$ cat config.mk
export PLATFORM = sky130hd
export DESIGN_NAME = sexpr_token_scanner_top
export DESIGN_NICKNAME = d
export VERILOG_FILES = /design/src/sv/sts_pkg.sv /design/src/sv/sts_core.sv /design/src/sv/sts_outbuf.sv /design/src/sv/sexpr_token_scanner_top.sv
export SDC_FILE = /design/constraint.sdc
export NUM_CORES = 1
export LEC_CHECK = 0
export BUFFER_PORTS_ARGS = -buffer_cell sky130_fd_sc_hd__buf_2
export CAP_MARGIN = 10
export CORE_UTILIZATION = 60
export CTS_CLUSTER_SIZE = 12
export DETAILED_ROUTE_END_ITERATION = 10
export GPL_ROUTABILITY_DRIVEN = 0
export GPL_TIMING_DRIVEN = 0
export PLACE_DENSITY = 0.79
export SYNTH_ARGS = -nofsm -noshare
export SYNTH_HDL_FRONTEND = slang
export SYNTH_SLANG_ARGS = --single-unit
$ cat constraint.sdc
create_clock -name clk -period 11.8 [get_ports clk]
set_input_delay 1.18 -clock clk [delete_from_list [all_inputs] [get_ports clk]]
set_output_delay 1.18 -clock clk [all_outputs]
set_load 0.01 [all_outputs]
$ cat src/sv/sts_pkg.sv
// ----------------------------------------------------------------------------
// S-expression token scanner package
// Token kinds, error codes, scan modes, result bundle and byte classes.
// ----------------------------------------------------------------------------
package sts_pkg;

	localparam int SPAN_BITS = 16;
	localparam int MAX_RESULTS = 3;

	typedef enum logic [2:0] {
		KIND_LPAREN = 3'd0,
		KIND_RPAREN = 3'd1,
		KIND_STRING = 3'd2,
		KIND_IDENT  = 3'd3,
		KIND_INT    = 3'd4,
		KIND_END    = 3'd5,
		KIND_ERROR  = 3'd6
	} token_kind_t;

	typedef enum logic [2:0] {
		ERR_NONE       = 3'd0,
		ERR_STR_BYTE   = 3'd1,
		ERR_IDENT_BYTE = 3'd2,
		ERR_INT_BYTE   = 3'd3,
		ERR_UNTERM     = 3'd4
	} err_code_t;

	typedef enum logic [2:0] {
		MODE_IDLE  = 3'd0,
		MODE_STR   = 3'd1,
		MODE_IDENT = 3'd2,
		MODE_INT   = 3'd3,
		MODE_HALT  = 3'd4
	} scan_mode_t;

	typedef struct packed {
		token_kind_t           kind;
		err_code_t             err;
		logic [SPAN_BITS-1:0]  span_s;
		logic [SPAN_BITS-1:0]  span_e;
	} result_t;

	typedef struct packed {
		logic [1:0]                cnt;
		result_t [MAX_RESULTS-1:0] slot;
	} bundle_t;

	localparam logic [7:0] CH_LPAREN = 8'h28;
	localparam logic [7:0] CH_RPAREN = 8'h29;
	localparam logic [7:0] CH_QUOTE  = 8'h22;
	localparam logic [7:0] CH_PRINT_LO = 8'h20;
	localparam logic [7:0] CH_PRINT_HI = 8'h7E;

	function automatic logic is_letter(input logic [7:0] c);
		return (c >= 8'h61 && c <= 8'h7A) || (c >= 8'h41 && c <= 8'h5A);
	endfunction

	function automatic logic is_digit(input logic [7:0] c);
		return c >= 8'h30 && c <= 8'h39;
	endfunction

	// tab, LF, CR, space and both parentheses
	function automatic logic is_term(input logic [7:0] c);
		return c == 8'h09 || c == 8'h0A || c == 8'h0D || c == 8'h20 ||
			c == CH_LPAREN || c == CH_RPAREN;
	endfunction

endpackage

$ cat src/sv/sts_core.sv
// ----------------------------------------------------------------------------
// Scanner core
// Scan mode, position and token start; decodes one byte into a result bundle.
// ----------------------------------------------------------------------------
module sts_core import sts_pkg::*; #(
	parameter int POS_BITS = 16
) (
	input  logic       clk,
	input  logic       arst_n,
	input  logic [7:0] data_byte,
	input  logic       end_of_buffer,
	input  logic       consume,
	output bundle_t    bundle
);

	scan_mode_t            mode_q, mode_n;
	logic [POS_BITS-1:0]   pos_q, pos_n, tb_q, tb_n, nxt;
	logic                  idle_pass, halted;
	logic [1:0]            cnt;
	result_t [MAX_RESULTS-1:0] slot;

	assign nxt = pos_q + POS_BITS'(1);

	always_comb begin
		mode_n    = mode_q;
		tb_n      = tb_q;
		pos_n     = pos_q;
		idle_pass = 1'b0;
		halted    = 1'b0;
		cnt       = 2'd0;
		slot      = '0;
		case (mode_q)
			MODE_IDLE: begin
				idle_pass = 1'b1;
			end
			MODE_STR: begin
				if (data_byte == CH_QUOTE) begin
					slot[cnt] = '{KIND_STRING, ERR_NONE, SPAN_BITS'(tb_q), SPAN_BITS'(pos_q)};
					cnt = cnt + 2'd1;
					mode_n = MODE_IDLE;
				end else if (data_byte < CH_PRINT_LO || data_byte > CH_PRINT_HI) begin
					slot[cnt] = '{KIND_ERROR, ERR_STR_BYTE, SPAN_BITS'(tb_q), SPAN_BITS'(pos_q)};
					cnt = cnt + 2'd1;
					mode_n = MODE_HALT;
				end
			end
			MODE_IDENT, MODE_INT: begin
				if (is_term(data_byte)) begin
					slot[cnt] = '{(mode_q == MODE_IDENT) ? KIND_IDENT : KIND_INT, ERR_NONE,
						SPAN_BITS'(tb_q), SPAN_BITS'(pos_q)};
					cnt = cnt + 2'd1;
					mode_n = MODE_IDLE;
					idle_pass = 1'b1;
				end else if ((mode_q == MODE_IDENT) ? !is_letter(data_byte)
						: !is_digit(data_byte)) begin
					slot[cnt] = '{KIND_ERROR,
						(mode_q == MODE_IDENT) ? ERR_IDENT_BYTE : ERR_INT_BYTE,
						SPAN_BITS'(tb_q), SPAN_BITS'(pos_q)};
					cnt = cnt + 2'd1;
					mode_n = MODE_HALT;
				end
			end
			default: begin
				mode_n = MODE_HALT;
				halted = 1'b1;
			end
		endcase

		if (!halted) begin
			if (idle_pass) begin
				if (data_byte == CH_LPAREN) begin
					slot[cnt] = '{KIND_LPAREN, ERR_NONE, SPAN_BITS'(pos_q), SPAN_BITS'(nxt)};
					cnt = cnt + 2'd1;
				end else if (data_byte == CH_RPAREN) begin
					slot[cnt] = '{KIND_RPAREN, ERR_NONE, SPAN_BITS'(pos_q), SPAN_BITS'(nxt)};
					cnt = cnt + 2'd1;
				end else if (data_byte == CH_QUOTE) begin
					mode_n = MODE_STR;
					tb_n = nxt;
				end else if (is_letter(data_byte)) begin
					mode_n = MODE_IDENT;
					tb_n = pos_q;
				end else if (is_digit(data_byte)) begin
					mode_n = MODE_INT;
					tb_n = pos_q;
				end
			end

			pos_n = nxt;

			if (end_of_buffer && mode_n != MODE_HALT) begin
				if (mode_n == MODE_STR) begin
					slot[cnt] = '{KIND_ERROR, ERR_UNTERM, SPAN_BITS'(tb_n), SPAN_BITS'(nxt)};
					cnt = cnt + 2'd1;
					mode_n = MODE_HALT;
				end else begin
					if (mode_n == MODE_IDENT || mode_n == MODE_INT) begin
						slot[cnt] = '{(mode_n == MODE_IDENT) ? KIND_IDENT : KIND_INT,
							ERR_NONE, SPAN_BITS'(tb_n), SPAN_BITS'(nxt)};
						cnt = cnt + 2'd1;
					end
					slot[cnt] = '{KIND_END, ERR_NONE, SPAN_BITS'(nxt), SPAN_BITS'(nxt)};
					cnt = cnt + 2'd1;
					mode_n = MODE_IDLE;
					pos_n = '0;
					tb_n = '0;
				end
			end
		end

		bundle.cnt  = cnt;
		bundle.slot = slot;
	end

	always_ff @(posedge clk or negedge arst_n) begin
		if (!arst_n) begin
			mode_q <= MODE_IDLE;
			pos_q  <= '0;
			tb_q   <= '0;
		end else if (consume) begin
			mode_q <= mode_n;
			pos_q  <= pos_n;
			tb_q   <= tb_n;
		end
	end

endmodule

$ cat src/sv/sts_outbuf.sv
// ----------------------------------------------------------------------------
// Result buffer
// Holds one bundle of up to three results and sends them one per transaction.
// ----------------------------------------------------------------------------
module sts_outbuf import sts_pkg::*; (
	input  logic                  clk,
	input  logic                  arst_n,
	input  logic                  push,
	input  bundle_t               bundle,
	output logic                  free,
	output logic                  token_valid,
	input  logic                  token_stall,
	output logic [2:0]            token_kind,
	output logic [2:0]            error_code,
	output logic [SPAN_BITS-1:0]  span_start,
	output logic [SPAN_BITS-1:0]  span_end,
	output logic                  last_of_run
);

	logic [1:0]                cnt_q, idx_q;
	result_t [MAX_RESULTS-1:0] slot_q;
	result_t                   cur;
	logic                      fire, done, load;

	assign cur         = slot_q[idx_q];
	assign token_valid = cnt_q != 2'd0;
	assign last_of_run = idx_q == (cnt_q - 2'd1);
	assign token_kind  = cur.kind;
	assign error_code  = cur.err;
	assign span_start  = cur.span_s;
	assign span_end    = cur.span_e;

	assign fire = token_valid && !token_stall;
	assign done = fire && last_of_run;
	assign free = !token_valid || done;
	assign load = push && bundle.cnt != 2'd0;

	always_ff @(posedge clk or negedge arst_n) begin
		if (!arst_n) begin
			cnt_q <= 2'd0;
			idx_q <= 2'd0;
		end else if (load) begin
			cnt_q <= bundle.cnt;
			idx_q <= 2'd0;
		end else if (done) begin
			cnt_q <= 2'd0;
			idx_q <= 2'd0;
		end else if (fire) begin
			idx_q <= idx_q + 2'd1;
		end
	end

	always_ff @(posedge clk) begin
		if (load) begin
			slot_q <= bundle.slot;
		end
	end

endmodule

$ cat src/sv/sexpr_token_scanner_top.sv
// ----------------------------------------------------------------------------
// S-expression token scanner
// Path: a byte is held in the input register, and its results in the result buffer, before they are offered.
// Throughput: one byte per cycle while each byte yields at most one token and token_stall
//   is low; a byte yielding several tokens holds the output port while they are sent in turn.
// Reset: arst_n clears scan mode, position, token start and both buffers.
// ----------------------------------------------------------------------------
module sexpr_token_scanner_top import sts_pkg::*; #(
	parameter int POS_BITS = 16
) (
	input  logic                  clk,
	input  logic                  arst_n,
	input  logic                  data_valid,
	output logic                  data_stall,
	input  logic [7:0]            data_byte,
	input  logic                  end_of_buffer,
	output logic                  token_valid,
	input  logic                  token_stall,
	output logic [2:0]            token_kind,
	output logic [2:0]            error_code,
	output logic [SPAN_BITS-1:0]  span_start,
	output logic [SPAN_BITS-1:0]  span_end,
	output logic                  last_of_run
);

	logic       valid_s1, eob_s1, go, free;
	logic [7:0] byte_s1;
	bundle_t    bundle;

	assign go         = valid_s1 && (bundle.cnt == 2'd0 || free);
	assign data_stall = valid_s1 && !go;

	always_ff @(posedge clk or negedge arst_n) begin
		if (!arst_n) begin
			valid_s1 <= 1'b0;
		end else if (!data_stall) begin
			valid_s1 <= data_valid;
		end
	end

	always_ff @(posedge clk) begin
		if (!data_stall && data_valid) begin
			byte_s1 <= data_byte;
			eob_s1  <= end_of_buffer;
		end
	end

	sts_core #(.POS_BITS(POS_BITS)) u_core (
		.clk           (clk),
		.arst_n        (arst_n),
		.data_byte     (byte_s1),
		.end_of_buffer (eob_s1),
		.consume       (go),
		.bundle        (bundle)
	);

	sts_outbuf u_outbuf (
		.clk         (clk),
		.arst_n      (arst_n),
		.push        (go),
		.bundle      (bundle),
		.free        (free),
		.token_valid (token_valid),
		.token_stall (token_stall),
		.token_kind  (token_kind),
		.error_code  (error_code),
		.span_start  (span_start),
		.span_end    (span_end),
		.last_of_run (last_of_run)
	);

endmodule

==> results.toml <==
[status]
status = "finished, violations left"
violations = "design-rule violations"

[detailed_routing]
drt_first_pass_iters = 11
drt_iter0_markers = 1713
wire_per_inst_um = 23.7
drc = 1
via_count = 9171
viasPerCell = 6.96
wl_um = 31200
drtAntennaViolNets = 0

[logic_synthesis]
async_reset_ff_share_pct = 25.2
yosys.area_share.simple_pct = 15.7
synth_top_cell_by_area = "edfxtp_1"
ys_dominant_reg_cell = "edfxtp_1"
synth-xor-area-share_pct = 1.60
yosysTopAreaCellShare_pct = 36.4
ys_warn_count = 0
seq_area_frac_synth_pct = 46.5
synth_area_um2 = 9830
synthAdderAreaFrac_pct = 1.15
netlist_instances = 1013
synth.net_count = 1035
synth.area.mux_share_pct = 3.92
synth_edf_count = 119
synth_seq_cells = 159
synth_cell_types = 92
synth_compound_area_share_pct = 26.3
synth_top_family_by_area = "compound AO/OA/AOI/OAI gates"
yosys-top-cells-area = "edfxtp_1 36%, dfrtp_1 10%, o21ai_0 4.2%"
avgSynthCellArea_um2 = 9.70

[worst_setup_path]
reg2reg_to = "u_outbuf.slot_q[78]"
startpoint_type = "flip-flop"
r2r_start = "byte_s1[0]"
cp-end-kind = "primary output"
crit_buf_inv = 6
crit_chain = "clkbuf_2 -> a21oi_1 -> o2bb2ai_1 -> or2_2 -> a32oi_2 -> inv_2 -> clkbuf_1 -> ha_1 -> nor2b_1 -> a211o_1 -> nand2_1 -> inv_1 -> ha_1 -> o21a_1 -> ha_1 -> a211oi_4 -> o211ai_4 -> nand3_1 -> inv_1 -> buf_2"
crit_end = "data_stall"
worstSetupStartpoint = "byte_s1[0]"
reg2regPathDepth = 22
cp_slowest_cell = "a32oi_2"
critPathRequiredTime_ns = 10.62
cp_num_cells = 20
cp.arrival_ns = 5.40
path_common_cell = "ha_1"
cp_max_fo = 10
reg2reg_slack_ns = 5.89
critPathMaxStageDelay_ns = 0.46
worstSetupPathType = "flip-flop to primary output"
crit_family = "compound AO/OA/AOI/OAI gates"

[timing]
tightest_slew_ns = 1.30
setup_viol = 0
max_freq_mhz = 152
hold_viol = 0
finClkSkew_ns = 0.00931
fin_crit_sh_pct = 55.7
slew_violations = 0
grt_setup_unrepaired = "false"
tns_ns = 0
relSlewSlack_pct = 12.9
period_minus_slack_ns = 6.58

[clock_network]
cts_tree = "done"
cts.sinks = 159
cts_max_level = 4
cts_setup_buffers = 0
clockBufferDepth = 2
numCtsBuffers = 17
clkLatencyLatePin_ns = 0.44
path_clk_slew_ns = 0.07
clock_tree.root_cell = "clkbuf_16"
postCtsResizedCells = 0
ctsHoldBuffers = 0

[cells_and_area]
antenna_cells = 0
drive_above_1_share_pct = 13.8
final_nets = 1110
areaGrowthSynthToFinish_pct = 12.2
fin_area_um2 = 11000

[place]
port_buffers = 53
place_area_um2 = 10400
hpwl_um = 22900

[die]
ios = 54
core_um2 = 15900
die_area_um2 = 16900
die_w_um = 130
die_height_um = 130
rows = 46
initial_core_util_pct = 61.7

[grt]
grt_max_degree = 41
grt_pass1_wl_um = 46600
grt_pass1_vias = 8143
groute.usage.overall_pct = 37.9
overflow = 0
grt_antenna_before_repair = 2

[power]
irDropWorstVdd_mv = 0.156
cellPowerDensity_nw_per_um2 = 276
power.leakage_nw = 3.98

[worst_hold_path]
hold_class = "flip-flop to flip-flop"

[run]
cap_violations = 0
[synthesized netlist by cell type (11+ instances only)]
cell type and instances:
edfxtp_1 119, and2_1 13, o21ai_0 83, inv_1 21, a21oi_1 44, dfrtp_1 40
a22o_1 34, buf_2 15, a31oi_1 11, o22ai_1 18, clkbuf_1 60, nand2_1 104
nand3_1 24, a22oi_1 28, nor2_1 106, a2bb2oi_1 16, o2bb2ai_1 12, mux2i_1 36
o22a_1 11, nor3_1 20
[state kept, by name, indices dropped and copies added (netlist names)]
| name | flops |
|---|---|
| u_outbuf.slot_q | 110 |
| eob_s1 | 1 |
| u_outbuf.cnt_q | 2 |
| u_core.tb_q | 16 |
| byte_s1 | 8 |
| u_core.mode_q | 3 |
| valid_s1 | 1 |
| u_outbuf.idx_q | 2 |
| u_core.pos_q | 16 |
[layout by cell type (no fill, tap or decap), types with 21 or more instances in the layout]
master	synthesis	layout
clkbuf_1	60	60
mux2i_1	36	36
nand3_1	24	24
nor2_1	106	105
nand2_1	104	104
a22o_1	34	34
o21ai_0	83	83
a21oi_1	44	44
buf_2	15	68
edfxtp_1	119	119
inv_1	21	21
dfrtp_1	40	40
a22oi_1	28	28
[worst register-to-register path, delay by kind of cell (launching register included)]
| family | cells | cell delay, ns |
|---|---|---|
| and+or+nand+nor | 5 | 0.94 |
| DFF | 1 | 0.35 |
| adders and majority gates | 3 | 0.99 |
| AOI/OAI and AO/OA | 7 | 1.87 |
| buffers and inverters | 7 | 1.46 |
[routing by layer]
metal	up-vias	wire length [um]	global-route usage, %	part of all wire (%)
li1	3984	-	-	-
met1	4235	12100	52.5	39
met2	784	13100	53.4	42
met3	164	4200	10.1	13
met4	4	1780	22.2	5.7
met5	-	54	0	0.17
[worst min-delay path by stage]
| stage | from | end | slack (ns) | cells after the start |
|---|---|---|---|---|
| after floorplan | u_core.tb_q[10] | u_core.tb_q[10] | 0.48 | 1 |
| after global placement | u_core.tb_q[8] | u_core.tb_q[8] | 0.52 | 1 |
| after detailed placement | u_core.tb_q[8] | u_core.tb_q[8] | 0.53 | 1 |
| after CTS | u_core.tb_q[8] | u_core.tb_q[8] | 0.54 | 1 |
| after global routing | u_core.tb_q[8] | u_core.tb_q[8] | 0.56 | 1 |
| final | u_core.tb_q[8] | u_core.tb_q[8] | 0.55 | 1 |
[where the power goes]
part	internal, mW	switching [mW]
registers	0.862	0.0903
clock network	0.301	0.255
logic	0.471	1.06
total	1.63	1.41
[logic make-up after synthesis]
family | count (synthesis)
mux | 38
compound gates | 354
simple gates | 325
flops | 159
xor+xnor | 18
fa+ha+maj | 9
buf+inv | 110
[cell type report]
class                   instances  area (um^2)
fillers                      1234         4910
multi-input cells             744         4800
flip-flops and latches        159         4570
clock buffers                  17          425
plain buffers                  88          384
repair buffers                 56          325
well taps                     216          270
clock inverters                15          173
inverters                      22         82.6
[through the flow]
stage | worst slack [ns] | hold slack, ns | power, mW | instances | util (%)
3_3_place_gp | 0.710 | 0.515 | 2.40 | 1282 | 65.0
3_5_place_dp | 5.77 | 0.527 | 2.42 | 1285 | 65.4
4_1_cts | 5.28 | 0.541 | 2.97 | 1317 | 69.2
2_1_floorplan | 2.74 | 0.479 | 1.94 | 1013 | -
5_1_grt | 4.87 | 0.564 | 3.16 | 1317 | 69.2
6_report | 5.22 | 0.550 | 3.04 | 1317 | 69.2
No activity file was read; power rests on OpenSTA's default activity.
